$ cat src/rtl/lmfds_pkg.sv
`default_nettype none
// ----------------------------------------------------------------------------
// Lamp sequencer package
// Shared types, codes and timing constants of the lamp mode sequencer.
// ----------------------------------------------------------------------------
package lmfds_pkg;

    // Width of the PWM duty path; the targets use their low DUTY_BITS bits.
    localparam int DUTY_BITS = 16;

    localparam int MODE_W      = 3;
    localparam int KIND_W      = 2;
    localparam int CFG_ADDR_W  = 3;
    localparam int CFG_DATA_W  = 18;
    localparam int STEP_W      = 16;
    localparam int ON_TIME_W   = 18;
    localparam int FLASH_W     = 15;
    localparam int PHASE_W     = 10;

    // Item kinds
    localparam logic [KIND_W-1:0] KIND_TICK  = 2'd0;
    localparam logic [KIND_W-1:0] KIND_PRESS = 2'd1;
    localparam logic [KIND_W-1:0] KIND_SET   = 2'd2;

    // Modes
    localparam logic [MODE_W-1:0] MODE_OFF    = 3'd0;
    localparam logic [MODE_W-1:0] MODE_YELLOW = 3'd1;
    localparam logic [MODE_W-1:0] MODE_WHITE  = 3'd2;
    localparam logic [MODE_W-1:0] MODE_BOTH   = 3'd3;
    localparam logic [MODE_W-1:0] MODE_FLASH  = 3'd4;

    // Configuration register indexes
    localparam logic [CFG_ADDR_W-1:0] CFG_CHARGE_TARGET = 3'd0;
    localparam logic [CFG_ADDR_W-1:0] CFG_NORMAL_TARGET = 3'd1;
    localparam logic [CFG_ADDR_W-1:0] CFG_CHARGE_STEP   = 3'd2;
    localparam logic [CFG_ADDR_W-1:0] CFG_NORMAL_STEP   = 3'd3;
    localparam logic [CFG_ADDR_W-1:0] CFG_HOLD          = 3'd4;

    localparam logic [STEP_W-1:0]    CHARGE_STEP_RST = 16'd10;
    localparam logic [STEP_W-1:0]    NORMAL_STEP_RST = 16'd100;
    localparam logic [ON_TIME_W-1:0] HOLD_RST        = 18'(180 * 1000);

    localparam logic [ON_TIME_W-1:0] ON_TIME_MAX = '1;
    localparam logic [STEP_W-1:0]    STEP_MAX    = '1;

    // Flash show timing, in ticks
    localparam logic [FLASH_W-1:0] SHOW1_END  = 15'd7800;
    localparam logic [FLASH_W-1:0] SHOW2_END  = 15'(7800 + 4260);
    localparam logic [FLASH_W-1:0] SHOW3_END  = 15'(7800 + 4260 + 6170);
    localparam logic [FLASH_W-1:0] SHOW3_DARK = 15'(7800 + 4260 + 230);
    localparam logic [FLASH_W-1:0] SHOW2_FIRST = 15'(7800 + 1);

    localparam logic [PHASE_W-1:0] SHOW1_PERIOD = 10'd800;
    localparam logic [PHASE_W-1:0] SHOW1_BLUE_END = 10'd200;
    localparam logic [PHASE_W-1:0] SHOW1_RED_BEGIN = 10'd400;
    localparam logic [PHASE_W-1:0] SHOW1_RED_END = 10'd600;
    localparam logic [PHASE_W-1:0] SHOW2_PERIOD = 10'(230 + 220);
    localparam logic [PHASE_W-1:0] SHOW2_ON_END = 10'd230;
    localparam logic [PHASE_W-1:0] SHOW3_PERIOD = 10'd600;
    localparam logic [PHASE_W-1:0] SHOW3_HALF   = 10'd300;
    localparam logic [PHASE_W-1:0] BLINK_PERIOD = 10'(40 + 60);
    localparam logic [PHASE_W-1:0] BLINK_ON     = 10'd40;

    typedef struct packed {
        logic [DUTY_BITS-1:0] charge_target;
        logic [DUTY_BITS-1:0] normal_target;
        logic [STEP_W-1:0]    charge_step;
        logic [STEP_W-1:0]    normal_step;
        logic [ON_TIME_W-1:0] hold;
    } cfg_t;

    // Per-word control from the decode stage; enter and the tick strobes are already qualified by the fire strobe
    typedef struct packed {
        logic tick_flash;
        logic tick_ramp;
        logic enter;
        logic enter_flash;
        logic charging;
    } ctrl_t;

endpackage
`default_nettype wire

$ cat src/rtl/lamp_mode_flash_and_dimming_sequencer_core.sv
`default_nettype none
// ----------------------------------------------------------------------------
// Lamp mode, flash and dimming sequencer
// Five-mode lamp controller with a red/blue flash show and a PWM duty ramp.
// ----------------------------------------------------------------------------
// Usage:
//   The slave channel takes one word per event: a 1 ms tick, a button press
//   or a direct mode set (kind in s_tuser). Every accepted word gives exactly
//   one result word on the master channel with the mode, lamp enables, PWM
//   duty and indicator state as they stand after that event.
//   A word is registered on entry and processed when its result is loaded into
//   the output register, which waits while the receiver stalls; one word per
//   cycle is sustained while the receiver takes every word, set by the single
//   processing stage between the input and output registers.
//   If the receiver stalls, the output register holds its word and the input
//   register takes at most one more word before s_tready drops.
//   The configuration port writes one register per cycle with no wait; the
//   user must write it only while no word is in flight (not enforced here).
//   Reset puts the block in off mode with all counters and the duty at zero
//   and loads the register defaults.
// ----------------------------------------------------------------------------
module lamp_mode_flash_and_dimming_sequencer_core (
    input  wire logic                            aclk,
    input  wire logic                            aresetn,
    // s_tdata, lowest bit up: mode_request[2:0], charging, zero pad
    input  wire logic [7:0]                      s_tdata,
    // s_tuser: kind[1:0]
    input  wire logic [lmfds_pkg::KIND_W-1:0]    s_tuser,
    input  wire logic                            s_tvalid,
    output logic                                 s_tready,
    // m_tdata, lowest bit up: mode[2:0], yellow_enable, white_enable,
    // duty[15:0], red_on, blue_on, zero pad
    output logic [23:0]                          m_tdata,
    output logic                                 m_tvalid,
    input  wire logic                            m_tready,
    input  wire logic                            cfg_wr_en,
    input  wire logic [lmfds_pkg::CFG_ADDR_W-1:0] cfg_addr,
    input  wire logic [lmfds_pkg::CFG_DATA_W-1:0] cfg_wdata
);
    import lmfds_pkg::*;

    cfg_t  cfg;
    ctrl_t ctrl;

    logic              in_valid_reg;
    logic [KIND_W-1:0] kind_reg;
    logic [MODE_W-1:0] req_reg;
    logic              chg_reg;

    logic [MODE_W-1:0] mode_reg, mode_next, mode_target;
    logic              out_free, fire, is_tick, enter;

    logic                 red_next, blue_next;
    logic [DUTY_BITS-1:0] duty_next;

    logic              m_valid_reg;
    logic [MODE_W-1:0] out_mode_reg;
    logic              out_yellow_reg, out_white_reg, out_red_reg, out_blue_reg;
    logic [15:0]       out_duty_reg;

    assign out_free = !m_valid_reg || m_tready;
    assign fire     = in_valid_reg && out_free;
    assign s_tready = !in_valid_reg || out_free;

    always_ff @(posedge aclk) begin
        if (!aresetn) begin
            in_valid_reg <= 1'b0;
        end else if (s_tready) begin
            in_valid_reg <= s_tvalid;
        end
    end

    always_ff @(posedge aclk) begin
        if (s_tvalid && s_tready) begin
            kind_reg <= s_tuser;
            req_reg  <= s_tdata[MODE_W-1:0];
            chg_reg  <= s_tdata[MODE_W];
        end
    end

    // Mode decode
    always_comb begin
        is_tick     = (kind_reg == KIND_TICK);
        mode_target = (mode_reg >= MODE_FLASH) ? MODE_OFF : mode_reg + 1'b1;
        enter       = 1'b0;
        case (kind_reg)
            KIND_PRESS: enter = 1'b1;
            KIND_SET: begin
                enter       = (req_reg <= MODE_FLASH);
                mode_target = req_reg;
            end
            default: ;
        endcase
        enter     = fire && enter;
        mode_next = enter ? mode_target : mode_reg;

        ctrl.enter       = enter;
        ctrl.enter_flash = (mode_target == MODE_FLASH);
        ctrl.tick_flash  = fire && is_tick && (mode_reg == MODE_FLASH);
        ctrl.tick_ramp   = fire && is_tick && (mode_reg >= MODE_YELLOW)
                           && (mode_reg <= MODE_BOTH);
        ctrl.charging    = chg_reg;
    end

    always_ff @(posedge aclk) begin
        if (!aresetn) begin
            mode_reg <= MODE_OFF;
        end else begin
            mode_reg <= mode_next;
        end
    end

    lmfds_cfg u_cfg (
        .aclk      (aclk),
        .aresetn   (aresetn),
        .cfg_wr_en (cfg_wr_en),
        .cfg_addr  (cfg_addr),
        .cfg_wdata (cfg_wdata),
        .cfg       (cfg)
    );

    lmfds_flash u_flash (
        .aclk      (aclk),
        .aresetn   (aresetn),
        .ctrl      (ctrl),
        .red_next  (red_next),
        .blue_next (blue_next)
    );

    lmfds_ramp u_ramp (
        .aclk      (aclk),
        .aresetn   (aresetn),
        .ctrl      (ctrl),
        .cfg       (cfg),
        .duty_next (duty_next)
    );

    // Output register
    always_ff @(posedge aclk) begin
        if (!aresetn) begin
            m_valid_reg <= 1'b0;
        end else if (out_free) begin
            m_valid_reg <= in_valid_reg;
        end
    end

    always_ff @(posedge aclk) begin
        if (fire) begin
            out_mode_reg   <= mode_next;
            out_yellow_reg <= (mode_next == MODE_YELLOW) || (mode_next == MODE_BOTH);
            out_white_reg  <= (mode_next == MODE_WHITE) || (mode_next == MODE_BOTH);
            out_duty_reg   <= 16'(duty_next);
            out_red_reg    <= red_next;
            out_blue_reg   <= blue_next;
        end
    end

    assign m_tvalid = m_valid_reg;
    assign m_tdata  = {1'b0, out_blue_reg, out_red_reg, out_duty_reg,
                       out_white_reg, out_yellow_reg, out_mode_reg};

endmodule
`default_nettype wire

$ cat src/rtl/lmfds_cfg.sv
`default_nettype none
// ----------------------------------------------------------------------------
// Lamp sequencer configuration registers
// Write-only register file for targets, step periods and hold time.
// ----------------------------------------------------------------------------
module lmfds_cfg (
    input  wire logic                            aclk,
    input  wire logic                            aresetn,
    input  wire logic                            cfg_wr_en,
    input  wire logic [lmfds_pkg::CFG_ADDR_W-1:0] cfg_addr,
    input  wire logic [lmfds_pkg::CFG_DATA_W-1:0] cfg_wdata,
    output lmfds_pkg::cfg_t                      cfg
);
    import lmfds_pkg::*;

    cfg_t cfg_reg;

    always_ff @(posedge aclk) begin
        if (!aresetn) begin
            cfg_reg.charge_target <= '0;
            cfg_reg.normal_target <= '0;
            cfg_reg.charge_step   <= CHARGE_STEP_RST;
            cfg_reg.normal_step   <= NORMAL_STEP_RST;
            cfg_reg.hold          <= HOLD_RST;
        end else if (cfg_wr_en) begin
            case (cfg_addr)
                CFG_CHARGE_TARGET: cfg_reg.charge_target <= cfg_wdata[DUTY_BITS-1:0];
                CFG_NORMAL_TARGET: cfg_reg.normal_target <= cfg_wdata[DUTY_BITS-1:0];
                CFG_CHARGE_STEP:   cfg_reg.charge_step   <= cfg_wdata[STEP_W-1:0];
                CFG_NORMAL_STEP:   cfg_reg.normal_step   <= cfg_wdata[STEP_W-1:0];
                CFG_HOLD:          cfg_reg.hold          <= cfg_wdata[ON_TIME_W-1:0];
                default: ;
            endcase
        end
    end

    assign cfg = cfg_reg;

endmodule
`default_nettype wire

$ cat src/rtl/lmfds_flash.sv
`default_nettype none
// ----------------------------------------------------------------------------
// Lamp sequencer flash show
// Show timer and red/blue indicator state for the flash mode.
// ----------------------------------------------------------------------------
module lmfds_flash (
    input  wire logic            aclk,
    input  wire logic            aresetn,
    input  wire lmfds_pkg::ctrl_t ctrl,
    output logic                 red_next,
    output logic                 blue_next
);
    import lmfds_pkg::*;

    localparam logic [PHASE_W-1:0] BLINK_SECOND = PHASE_W'(2 * BLINK_PERIOD);

    logic [FLASH_W-1:0] count_reg, count_next, count_inc;
    logic [PHASE_W-1:0] phase_reg, phase_next, phase_inc, phase_wrap, blink_pos;
    logic               red_reg, blue_reg, blink;

    // The phase register tracks the show timer modulo the period of the
    // current pattern, so no divider is needed.
    always_comb begin
        count_inc  = count_reg + 1'b1;
        if (count_inc <= SHOW1_END) begin
            phase_wrap = SHOW1_PERIOD - 1'b1;
        end else if (count_inc <= SHOW2_END) begin
            phase_wrap = SHOW2_PERIOD - 1'b1;
        end else begin
            phase_wrap = SHOW3_PERIOD - 1'b1;
        end
        if (count_inc == SHOW2_FIRST) begin
            phase_inc = PHASE_W'(1);
        end else if (count_inc == SHOW3_DARK) begin
            phase_inc = '0;
        end else if (phase_reg == phase_wrap) begin
            phase_inc = '0;
        end else begin
            phase_inc = phase_reg + 1'b1;
        end

        blink_pos = (phase_inc < SHOW3_HALF) ? phase_inc : phase_inc - SHOW3_HALF;
        blink = (blink_pos < BLINK_ON)
             || (blink_pos >= BLINK_PERIOD && blink_pos < BLINK_PERIOD + BLINK_ON)
             || (blink_pos >= BLINK_SECOND && blink_pos < BLINK_SECOND + BLINK_ON);

        count_next = count_reg;
        phase_next = phase_reg;
        red_next   = red_reg;
        blue_next  = blue_reg;
        if (ctrl.enter) begin
            if (ctrl.enter_flash) begin
                count_next = '0;
                phase_next = '0;
            end else begin
                red_next  = 1'b0;
                blue_next = 1'b0;
            end
        end else if (ctrl.tick_flash) begin
            count_next = count_inc;
            phase_next = phase_inc;
            if (count_inc <= SHOW1_END) begin
                blue_next = phase_inc < SHOW1_BLUE_END;
                red_next  = (phase_inc >= SHOW1_RED_BEGIN) && (phase_inc < SHOW1_RED_END);
            end else if (count_inc <= SHOW2_END) begin
                red_next  = phase_inc < SHOW2_ON_END;
                blue_next = phase_inc < SHOW2_ON_END;
            end else if (count_inc <= SHOW3_END) begin
                if (count_inc < SHOW3_DARK) begin
                    red_next  = 1'b0;
                    blue_next = 1'b0;
                end else if (phase_inc < SHOW3_HALF) begin
                    red_next  = 1'b0;
                    blue_next = blink;
                end else begin
                    blue_next = 1'b0;
                    red_next  = blink;
                end
            end else begin
                // End of the show: one dark tick, then start again.
                red_next   = 1'b0;
                blue_next  = 1'b0;
                count_next = '0;
                phase_next = '0;
            end
        end
    end

    always_ff @(posedge aclk) begin
        if (!aresetn) begin
            count_reg <= '0;
            phase_reg <= '0;
            red_reg   <= 1'b0;
            blue_reg  <= 1'b0;
        end else begin
            count_reg <= count_next;
            phase_reg <= phase_next;
            red_reg   <= red_next;
            blue_reg  <= blue_next;
        end
    end

endmodule
`default_nettype wire

$ cat src/rtl/lmfds_ramp.sv
`default_nettype none
// ----------------------------------------------------------------------------
// Lamp sequencer dimming ramp
// On-time, step counter and PWM duty ramp for the lamp modes.
// ----------------------------------------------------------------------------
module lmfds_ramp (
    input  wire logic                           aclk,
    input  wire logic                           aresetn,
    input  wire lmfds_pkg::ctrl_t               ctrl,
    input  wire lmfds_pkg::cfg_t                cfg,
    output logic [lmfds_pkg::DUTY_BITS-1:0]     duty_next
);
    import lmfds_pkg::*;

    logic [ON_TIME_W-1:0] on_time_reg, on_time_next, on_inc;
    logic [STEP_W-1:0]    step_reg, step_next, step_inc;
    logic [DUTY_BITS-1:0] duty_reg;

    always_comb begin
        on_inc   = (on_time_reg == ON_TIME_MAX) ? on_time_reg : on_time_reg + 1'b1;
        step_inc = (step_reg == STEP_MAX) ? step_reg : step_reg + 1'b1;

        on_time_next = on_time_reg;
        step_next    = step_reg;
        duty_next    = duty_reg;
        if (ctrl.enter) begin
            on_time_next = '0;
            step_next    = '0;
            duty_next    = '0;
        end else if (ctrl.tick_ramp) begin
            on_time_next = on_inc;
            step_next    = step_inc;
            if (ctrl.charging) begin
                if (step_inc >= cfg.charge_step) begin
                    step_next = '0;
                    if (duty_reg < cfg.charge_target) begin
                        duty_next = duty_reg + 1'b1;
                    end
                end
            end else if (duty_reg < cfg.normal_target) begin
                // Hold the ramp at its start until the on-time has passed.
                if (on_inc <= cfg.hold) begin
                    step_next = '0;
                end else if (step_inc >= cfg.normal_step) begin
                    step_next = '0;
                    duty_next = duty_reg + 1'b1;
                end
            end else if (duty_reg > cfg.normal_target) begin
                if (step_inc >= cfg.charge_step) begin
                    step_next = '0;
                    duty_next = duty_reg - 1'b1;
                end
            end
        end
    end

    always_ff @(posedge aclk) begin
        if (!aresetn) begin
            on_time_reg <= '0;
            step_reg    <= '0;
            duty_reg    <= '0;
        end else begin
            on_time_reg <= on_time_next;
            step_reg    <= step_next;
            duty_reg    <= duty_next;
        end
    end

endmodule
`default_nettype wire

$ cat config.mk
export PLATFORM = sky130hd
export DESIGN_NAME = lamp_mode_flash_and_dimming_sequencer_core
export DESIGN_NICKNAME = d
export VERILOG_FILES = /design/src/rtl/lmfds_pkg.sv /design/src/rtl/lamp_mode_flash_and_dimming_sequencer_core.sv /design/src/rtl/lmfds_cfg.sv /design/src/rtl/lmfds_flash.sv /design/src/rtl/lmfds_ramp.sv
export SDC_FILE = /design/constraint.sdc
export NUM_CORES = 1
export LEC_CHECK = 0
export ABC_AREA = 0
export BUFFER_PORTS_ARGS = -buffer_cell sky130_fd_sc_hd__buf_4
export CAP_MARGIN = 20
export CORE_UTILIZATION = 45
export DETAILED_ROUTE_END_ITERATION = 10
export GPL_ROUTABILITY_DRIVEN = 1
export GPL_TIMING_DRIVEN = 0
export PLACE_DENSITY = 0.67
export SLEW_MARGIN = 20
export SYNTH_ARGS = -nofsm -noshare
export SYNTH_HDL_FRONTEND = slang
export SYNTH_HIERARCHICAL = 1
export SYNTH_SLANG_ARGS = --single-unit
$ cat constraint.sdc
create_clock -name aclk -period 15.4 [get_ports aclk]
set_clock_uncertainty 0.2 [all_clocks]
set_input_delay 1.54 -clock aclk [delete_from_list [all_inputs] [get_ports aclk]]
set_output_delay 1.54 -clock aclk [all_outputs]
set_load 0.01 [all_outputs]
==> out/qor.yml <==
tightest_slew_ns: 0.8827
p_per_area_nw_per_um2: 76.46
regToRegSetupSlack_ns: 9.20
start_util: 0.4570
finalCritPeriodShare: 0.4028
ys_seq_area_frac: 0.3067
cts_tree: "done"
fin_crit_ns: 6.204
numCtsBuffers: 17
min_path_type: "reg2reg"
rsz0062_at_grt: "false"
cp-endpoint: "out_red_reg$_DFFE_PP_"
wl_met3_um: 2135
dieWidth_um: 175.5
worst_setup_path_end_kind: "register"
grt_use_total: 0.2506
seqCellArea_um2: 4154
syn_nets: 1773
fin_nets: 1849
worstPathArrival_ns: 6.20
htreeDepth: 4
syn_area_um2: 13540
cp-start-kind: "register"
final_cell_mix: "nand2_1 (204), dfxtp_1 (164), nor2_1 (115)"
required_ns: 15.40
rr_worst_depth: 21
path_class: "reg2reg"
synth.distinct_cells: 103
synth_warnings: 6
first_pass_iters: 6
avgSynthCellArea_um2: 8.259
grt_pass1_vias: 11499
antenna_cells: 0
syn_inst: 1640
wl_met1_um: 18460
wl_per_cell_um: 17.94
largest_reg_flops: 82
wl_met2_um: 16690
syn_to_final_growth_pct: 11.26
synth_top_area_frac: 0.2424
cts_root_buffer: "clkbuf_16"
vias: 12272
clock.fmax_ghz: 0.1612
cap_violations: 0
power_w: 0.001152
max-clock-path-buffers: 2
core-area_um2: 29640
r2r-end: "out_red_reg$_DFFE_PP_"
dieArea_um2: 30800
timing.final.max_slew_violations: 0
row_count: 63
via_per_inst: 5.791
insertion_delay_ns: 0.45
hold_viol: 0
grt_first_pass_wirelength_um: 61190
async_flop_share: 0
antenna_found_initial: 1
grt_max_degree: 21
post_cts_buffers: 0
dp.final_hpwl_um: 28610
drive_gt1_frac: 0.1082
outcome: "finished, final reports clean"
ant_nets: 0
r2r_start: "u_flash/count_reg[0]$_SDFFE_PN0P_"
die_height_um: 175.5
gp_congestion: 0.9646
cp_max_fo: 10
drc: 0
setup_viol: 0
post-synth-top-area-cell: "dfxtp_1"
topRoutingLayerUsed: "met4"
grt_overflow: 0
setup-tns-final_ns: 0
cts_hold_buf: 0
port_buffers: 56
post_cts_resized: 0
clkTransAtPathRegs_ns: 0.08
multi_input_area_um2: 8452
synth-seq-cells: 193
drt_iter0_drc: 985
irDropWorstVdd_mv: 0.08295
fillers: 2909
layout_commonest_cell: "nand2_1"
yosys-top-cells-area: "dfxtp_1 (24%), ha_1 (9.0%), mux2i_1 (7.1%)"
relSlewSlack: 0.4109
synth_edf_count: 29
worstSetupStartpoint: "u_flash/count_reg[0]$_SDFFE_PN0P_"
clock_sinks: 193
ys.flop_type: "dfxtp_1"
wirelength_um: 38020
io_pins: 62
p_leak_nw: 5.992
cells by family (layout without fill, tap and decap cells):
logic type,count (synthesis),in the layout,share of synthesized area
simple gates,662,662,0.2547
compound gates,302,302,0.1563
buf+inv,211,300,0.06928
flops,193,193,0.3067
mux,104,104,0.07788
fa+ha+maj,97,97,0.08961
xor+xnor,70,70,0.04527
other cells,1,1,0.0002769
power by group:
group | switching [W] | internal [W] | total (W)
clock network | 0.000222 | 0.000237 | 0.000459
registers | 0.00000984 | 0.000523 | 0.000532
logic | 0.000102 | 0.0000587 | 0.000160
total | 0.000334 | 0.000819 | 0.00115
layout make-up:
cell class / instances / area share
plain buffers: 103 / 0.03537
clock buffers: 19 / 0.02939
clock inverters: 13 / 0.01079
inverters: 108 / 0.02690
multi-input cells: 1236 / 0.5609
flip-flops and latches: 193 / 0.2757
well taps: 390 / 0.03238
repair buffers: 57 / 0.02864
stage by stage:
step	instances	instance area [um^2]	setup slack, ns	utilization	hold slack [ns]
6_report	2119	15070	9.196	0.5084	0.2602
5_1_grt	2119	15070	8.802	0.5084	0.2766
4_1_cts	2119	15070	9.363	0.5084	0.2637
3_5_place_dp	2087	14460	9.394	0.4880	0.2498
3_3_place_gp	2086	14450	9.390	0.4876	0.2440
2_1_floorplan	1640	13540	10.43	-	0.2314
metal layers:
layer	vias to the layer above	GRT usage
met5	-	0
met4	0	0.08406
met3	61	0.03874
met2	375	0.3879
met1	5800	0.3536
li1	6036	-
cell usage after synthesis, drive strengths merged, types with 46 or more instances:
cell      n
nand2   207
a21oi    80
nand3    60
ha       97
nor3     47
inv     108
dfxtp   164
clkbuf   59
o21ai    52
nand4    46
mux2i    96
nor2    115
worst max-delay path, cell delays in order (launching register included):
cell	delay, ns
dfxtp_1	0.49
ha_1	0.26
buf_2	0.26
buf_2	0.26
nand3b_1	0.09
o21ai_0	0.14
a21oi_1	0.19
a211oi_1	0.32
nand4_1	0.32
a31o_1	0.31
o221a_4	0.31
nor3_1	0.46
ha_1	0.39
o22ai_1	0.17
a31oi_1	0.34
nor2_1	0.16
o22ai_1	0.30
mux2i_1	0.23
o221ai_1	0.13
o2111ai_1	0.14
o211ai_1	0.16
a311o_1	0.34
worst min path at each step:
stage,slack [ns],startpoint,end,cells after the start
after floorplan,0.23,u_cfg/cfg[66]$_SDFFE_PN0P_,u_cfg/cfg[66]$_SDFFE_PN0P_,2
after global placement,0.24,u_cfg/cfg[65]$_SDFFE_PN0P_,u_cfg/cfg[65]$_SDFFE_PN0P_,2
after detailed placement,0.25,u_cfg/cfg[55]$_SDFFE_PN0P_,u_cfg/cfg[55]$_SDFFE_PN0P_,2
after CTS,0.26,u_cfg/cfg[55]$_SDFFE_PN0P_,u_cfg/cfg[55]$_SDFFE_PN0P_,2
after global routing,0.28,u_cfg/cfg[55]$_SDFFE_PN0P_,u_cfg/cfg[55]$_SDFFE_PN0P_,2
final,0.26,u_cfg/cfg[72]$_SDFFE_PN0P_,u_cfg/cfg[72]$_SDFFE_PN0P_,2
No activity file was read; power rests on OpenSTA's default activity.
